--- config.mk ---
export PLATFORM = sky130hd
export DESIGN_NAME = ptwa_ram
export DESIGN_NICKNAME = d
export VERILOG_FILES = /design/src/ptwa_ram.sv
export SDC_FILE = /design/constraint.sdc
export NUM_CORES = 1
export LEC_CHECK = 0
export BUFFER_PORTS_ARGS = -buffer_cell sky130_fd_sc_hd__buf_2
export CAP_MARGIN = 20
export CELL_PAD_IN_SITES_DETAIL_PLACEMENT = 0
export CELL_PAD_IN_SITES_GLOBAL_PLACEMENT = 2
export CORE_MARGIN = 2
export CORE_UTILIZATION = 35
export DETAILED_ROUTE_END_ITERATION = 6
export PLACE_DENSITY_LB_ADDON = 0.2
export SYNTH_ARGS = -nofsm -noshare
export SYNTH_HDL_FRONTEND = slang
export SYNTH_SLANG_ARGS = --single-unit
--- constraint.sdc ---
create_clock -name clk -period 4.2 [get_ports clk]
set_clock_uncertainty 0.1 [all_clocks]
set_input_delay 0.21 -clock clk [delete_from_list [all_inputs] [get_ports clk]]
set_output_delay 0.21 -clock clk [all_outputs]
set_load 0.05 [all_outputs]
--- src/ptwa_ram.sv ---
// ----------------------------------------------------------------------------
// ptwa_ram
// Generic simple dual-port RAM: one write port, one read port, registered read.
// ----------------------------------------------------------------------------
module ptwa_ram #(
	parameter int unsigned WIDTH = 8,
	parameter int unsigned DEPTH = 32
) (
	input  logic                     clk,
	input  logic                     we,
	input  logic [$clog2(DEPTH)-1:0] waddr,
	input  logic [WIDTH-1:0]         wdata,
	input  logic [$clog2(DEPTH)-1:0] raddr,
	output logic [WIDTH-1:0]         rdata
);

	logic [WIDTH-1:0] mem [DEPTH];

	always_ff @(posedge clk) begin
		if (we) begin
			mem[waddr] <= wdata;
		end
		rdata <= mem[raddr];
	end

endmodule

## Yosys cells after proc, flatten, opt, wreduce, memory -nomap -nowiden

Memories as Yosys holds them, arrays and structs flattened. A register that Yosys moved wholly into a read port is not among the register bits.
Index checks and enable logic that the tools add are counted.

| storage, ports and cells | value |
|---|---|
| logic and storage cells | 3 |
| output and inout port bits | 8 |
| input port bits | 20 |
| bits in writable memories | 256 |
| flip-flop bits (word level) | 0 |
| memories kept | 1 |

Memories:

| memory | depth | bits a word | read ports | clocked after Yosys merged registers in | write ports | RTL line | RTL |
|---|---|---|---|---|---|---|---|
| mem | 32 | 8 | 1 | 1 | 1 | 17 | `logic [WIDTH-1:0] mem [DEPTH];` |

| cells by class | value |
|---|---|
| mux-type cells | 2 |

Operators by type and width:

| cell | number |
|---|---|
| 1-bit two-way mux | 2 |

## Logic depth before layout (Yosys ltp)

| logic depth | value |
|---|---|
| depth in word-level cells | 2 |
| depth in mapped cells | 5 |
| mapped depth without buffers | 3 |

## Worst setup path before layout

Ideal clock, no wire load.

| timing path | value |
|---|---|
| kind | input -> register |
| start point | in raddr[2] |
| end point | reg rdata[0] (read register of mem) |
| arrival | 1,892 ps |
| library setup time | 121 ps |
| stages | 5 |
| slack | 2,088 ps |
| required time | 3,979 ps |
| cell sequence | clkbuf_1 clkbuf_1 mux4_2 mux4_2 mux2_2 |

RTL lines:

| what | RTL line | RTL |
|---|---|---|
| start: declaration | 13 | `input logic [$clog2(DEPTH)-1:0] raddr,` |
| end: declaration | 14 | `output logic [WIDTH-1:0] rdata` |

==> flow_metrics.py <==
metrics = {
    "route": {
        "vias_per_cell": 5.124,
        "wl_per_cell_um": 26.08,
        "dr.pass1.iters": 4,
        "drc_errors": 0,
        "wirelength_um": 22510,
        "vias": 4422,
        "drt-initial-drc-count": 506,
        "drtAntennaViolNets": 0,
    },
    "global_route": {
        "overflow": 0,
        "grt_pass1_wl_um": 32940,
        "track_usage_pct": 15.26,
        "grt_max_degree": 39,
        "antenna_found_initial": 3,
        "grt_pass1_vias": 4582,
    },
    "logic_synthesis": {
        "synth_area_leaders": "edfxtp_1 (76%), mux4_2 (18%), dfxtp_1 (1.6%)",
        "ys_seq_area_share_pct": 78.06,
        "syn_area_mm2": 0.01005,
        "yosysTopAreaCell": "edfxtp_1",
        "yosysUniqueCellTypes": 15,
        "synth_cells": 417,
        "synth_seq_cells": 264,
        "yosysTopAreaCellShare_pct": 76.47,
        "syn_avg_cell_area_um2": 24.11,
        "synth-warning-count": 0,
        "syn_nets": 437,
    },
    "critical_path": {
        "crit_chain": "buf_4 -> buf_12 -> mux4_2 -> mux4_2 -> mux2_2",
        "cpMostUsedCell": "mux4_2",
        "crit_path_max_incr_delay_ns": 0.58,
        "start_kind": "input port",
        "end_kind": "flip-flop",
        "crit_slowest_cell": "mux4_2",
        "required_ns": 4.51,
        "crit_path_max_fanout": 37,
        "cp.arrival_ns": 2.51,
        "critPathKind": "input port to flip-flop",
    },
    "clocking": {
        "clock_latency_ns": 0.53,
        "cts_hold_buf": 0,
        "cts_resized": 0,
        "tritoncts": "built",
        "root_buffer": "clkbuf_16",
        "clkTransAtPathRegs_ns": 0.06,
        "cts.sinks": 264,
        "postCtsSetupBuffers": 0,
        "cts_buffer_depth": 3,
        "h-tree-depth": 1,
        "numCtsBuffers": 28,
    },
    "run": {
        "max_cap_viol_count": 0,
    },
    "pwr": {
        "power.clock.fraction_pct": 41.6,
        "power_density_mw_per_mm2": 486.2,
        "power_switching_mw": 1.178,
        "p_seq_share_pct": 52.8,
        "p_int_mw": 4.405,
        "swShare_pct": 21.10,
        "irDropWorstVdd_mv": 0.3215,
        "p_leak_nw": 3.520,
        "power_frac_comb_pct": 5.6,
    },
    "final_layout": {
        "drive_gt1_share_pct": 33.26,
        "num-fill-cells": 2481,
        "nNetsFinal": 476,
        "syn2layout_area_growth_pct": 14.20,
        "post-route-util_pct": 40.33,
    },
    "status": {
        "status": "finished clean",
    },
    "sta": {
        "rsz0062_at_grt": "false",
        "finalSetupViolCount": 0,
        "final.setup.tns_ns": 0,
        "slew_violations": 0,
        "fmax_mhz": 454.5,
        "final_hold_viol_count": 0,
        "timing.final.crit_period_ns": 2.200,
        "slew_headroom_pct": 31.91,
        "post-route-period-util_pct": 52.38,
        "worstMarginPinSlew_ns": 1.018,
    },
    "floorplanning": {
        "initial_core_util_pct": 35.31,
        "die_height_um": 173.5,
        "die_x_um": 173.5,
        "fp-row-count": 62,
        "die-area_mm2": 0.03010,
        "core_area_mm2": 0.02847,
        "boundaryPins": 28,
    },
    "place": {
        "gp_congestion": 0.7102,
        "portBuffers": 27,
        "hpwl_um": 13920,
    },
    "min_path": {
        "hp-class": "input port to flip-flop",
    },
}
## cells by family (layout without fill, tap and decap cells)
| logic type | count (synthesis) | count (layout) | synth area share [%] |
|---|---|---|---|
| mux | 88 | 88 | 18.82 |
| flops | 264 | 264 | 78.06 |
| buf+inv | 20 | 81 | 1.058 |
| simple gates | 45 | 45 | 2.066 |
| other cells | 0 | 1 | 0 |
## worst max-delay path: cells and delay by family
family,cells,cell delay (ns)
buffers and inverters,2,0.83
multiplexers,3,1.41
## per-stage QoR
| step | hold WS (ns) | worst slack [ns] | instance area [um2] | power, mW | instances |
|---|---|---|---|---|---|
| 3_3_place_gp | 0.6154 | 1.380 | 10610 | 3.318 | 810 |
| 3_5_place_dp | 0.6191 | 1.372 | 10610 | 3.326 | 810 |
| 6_report | 0.08826 | 2.000 | 11480 | 5.582 | 863 |
| 2_1_floorplan | 0.2089 | 2.088 | 10050 | 3.187 | 417 |
| 4_1_cts | 0.06292 | 1.931 | 11480 | 5.646 | 862 |
| 5_1_grt | 0.07429 | 1.840 | 11480 | 5.757 | 862 |
## path summary, 6_finish.rpt
path / startpoint / endpoint / slack (ns) / cells past startpoint
max: raddr[0] / rdata[5]$_DFF_P_ / 2.00 / 5
min: raddr[3] / rdata[6]$_DFF_P_ / 0.09 / 2
min reg2reg: mem[23][2]$_DFFE_PP_ / rdata[2]$_DFF_P_ / 0.80 / 3
max reg2reg: mem[13][1]$_DFFE_PP_ / rdata[1]$_DFF_P_ / 2.27 / 3
## layout by cell type (no fill, tap or decap)
master,netlist,layout
buf_12,0,2
edfxtp_1,256,256
nand3b_1,5,5
buf_2,1,26
clkinv_4,0,1
clkbuf_16,0,29
or3b_2,3,3
or3_1,1,1
nor2_1,33,33
clkinvlp_4,0,1
bufinv_16,0,1
nand3_1,2,2
clkinv_1,0,5
buf_4,6,1
clkbuf_8,0,2
clkinv_2,0,5
diode_2,0,1
mux4_2,80,80
clkbuf_1,6,8
mux2_2,8,8
nand2_1,1,1
dfxtp_1,8,8
## area by class of cell
| type | count | area [um2] | share of cell area, % |
|---|---|---|---|
| flip-flops and latches | 264 | 7848 | 68.35 |
| multi-input cells | 133 | 2100 | 18.29 |
| clock buffers | 39 | 783.3 | 6.822 |
| well taps | 384 | 480.5 | 4.185 |
| repair buffers | 29 | 177.7 | 1.548 |
| clock inverters | 13 | 90.09 | 0.7847 |
| diodes | 1 | 2.502 | 0.02180 |
## state kept, by name, summed over array words and instances (netlist names)
name,cells
rdata,8
mem,256
## synthesized netlist by cell type
cell type / number
dfxtp_1: 8
nand2_1: 1
buf_4: 6
mux4_2: 80
mux2_2: 8
nand3_1: 2
buf_6: 1
nand3b_1: 5
buf_2: 1
or3_1: 1
nor2_1: 33
edfxtp_1: 256
buf_1: 6
clkbuf_1: 6
or3b_2: 3
## layer usage
| metal | track usage (%) | wire length, um | up-vias | part of all wire (%) |
|---|---|---|---|---|
| met2 | 23.03 | 10260 | 113 | 46 |
| met5 | 0 | 18 | - | 0.080 |
| met3 | 2.434 | 1326 | 35 | 5.9 |
| li1 | - | - | 1864 | - |
| met1 | 23.20 | 10430 | 2408 | 46 |
| met4 | 4.025 | 476 | 2 | 2.1 |
## power by group through the flow
stage	Sequential (mW)	Combinational, mW	Clock, mW
after floorplan	3.03	0.156	0
after global placement	3.00	0.314	0
after detailed placement	3.01	0.320	0
after CTS	2.95	0.321	2.37
after global routing	2.95	0.336	2.47
final	2.95	0.313	2.32
Power figures use the tool's default switching activity.
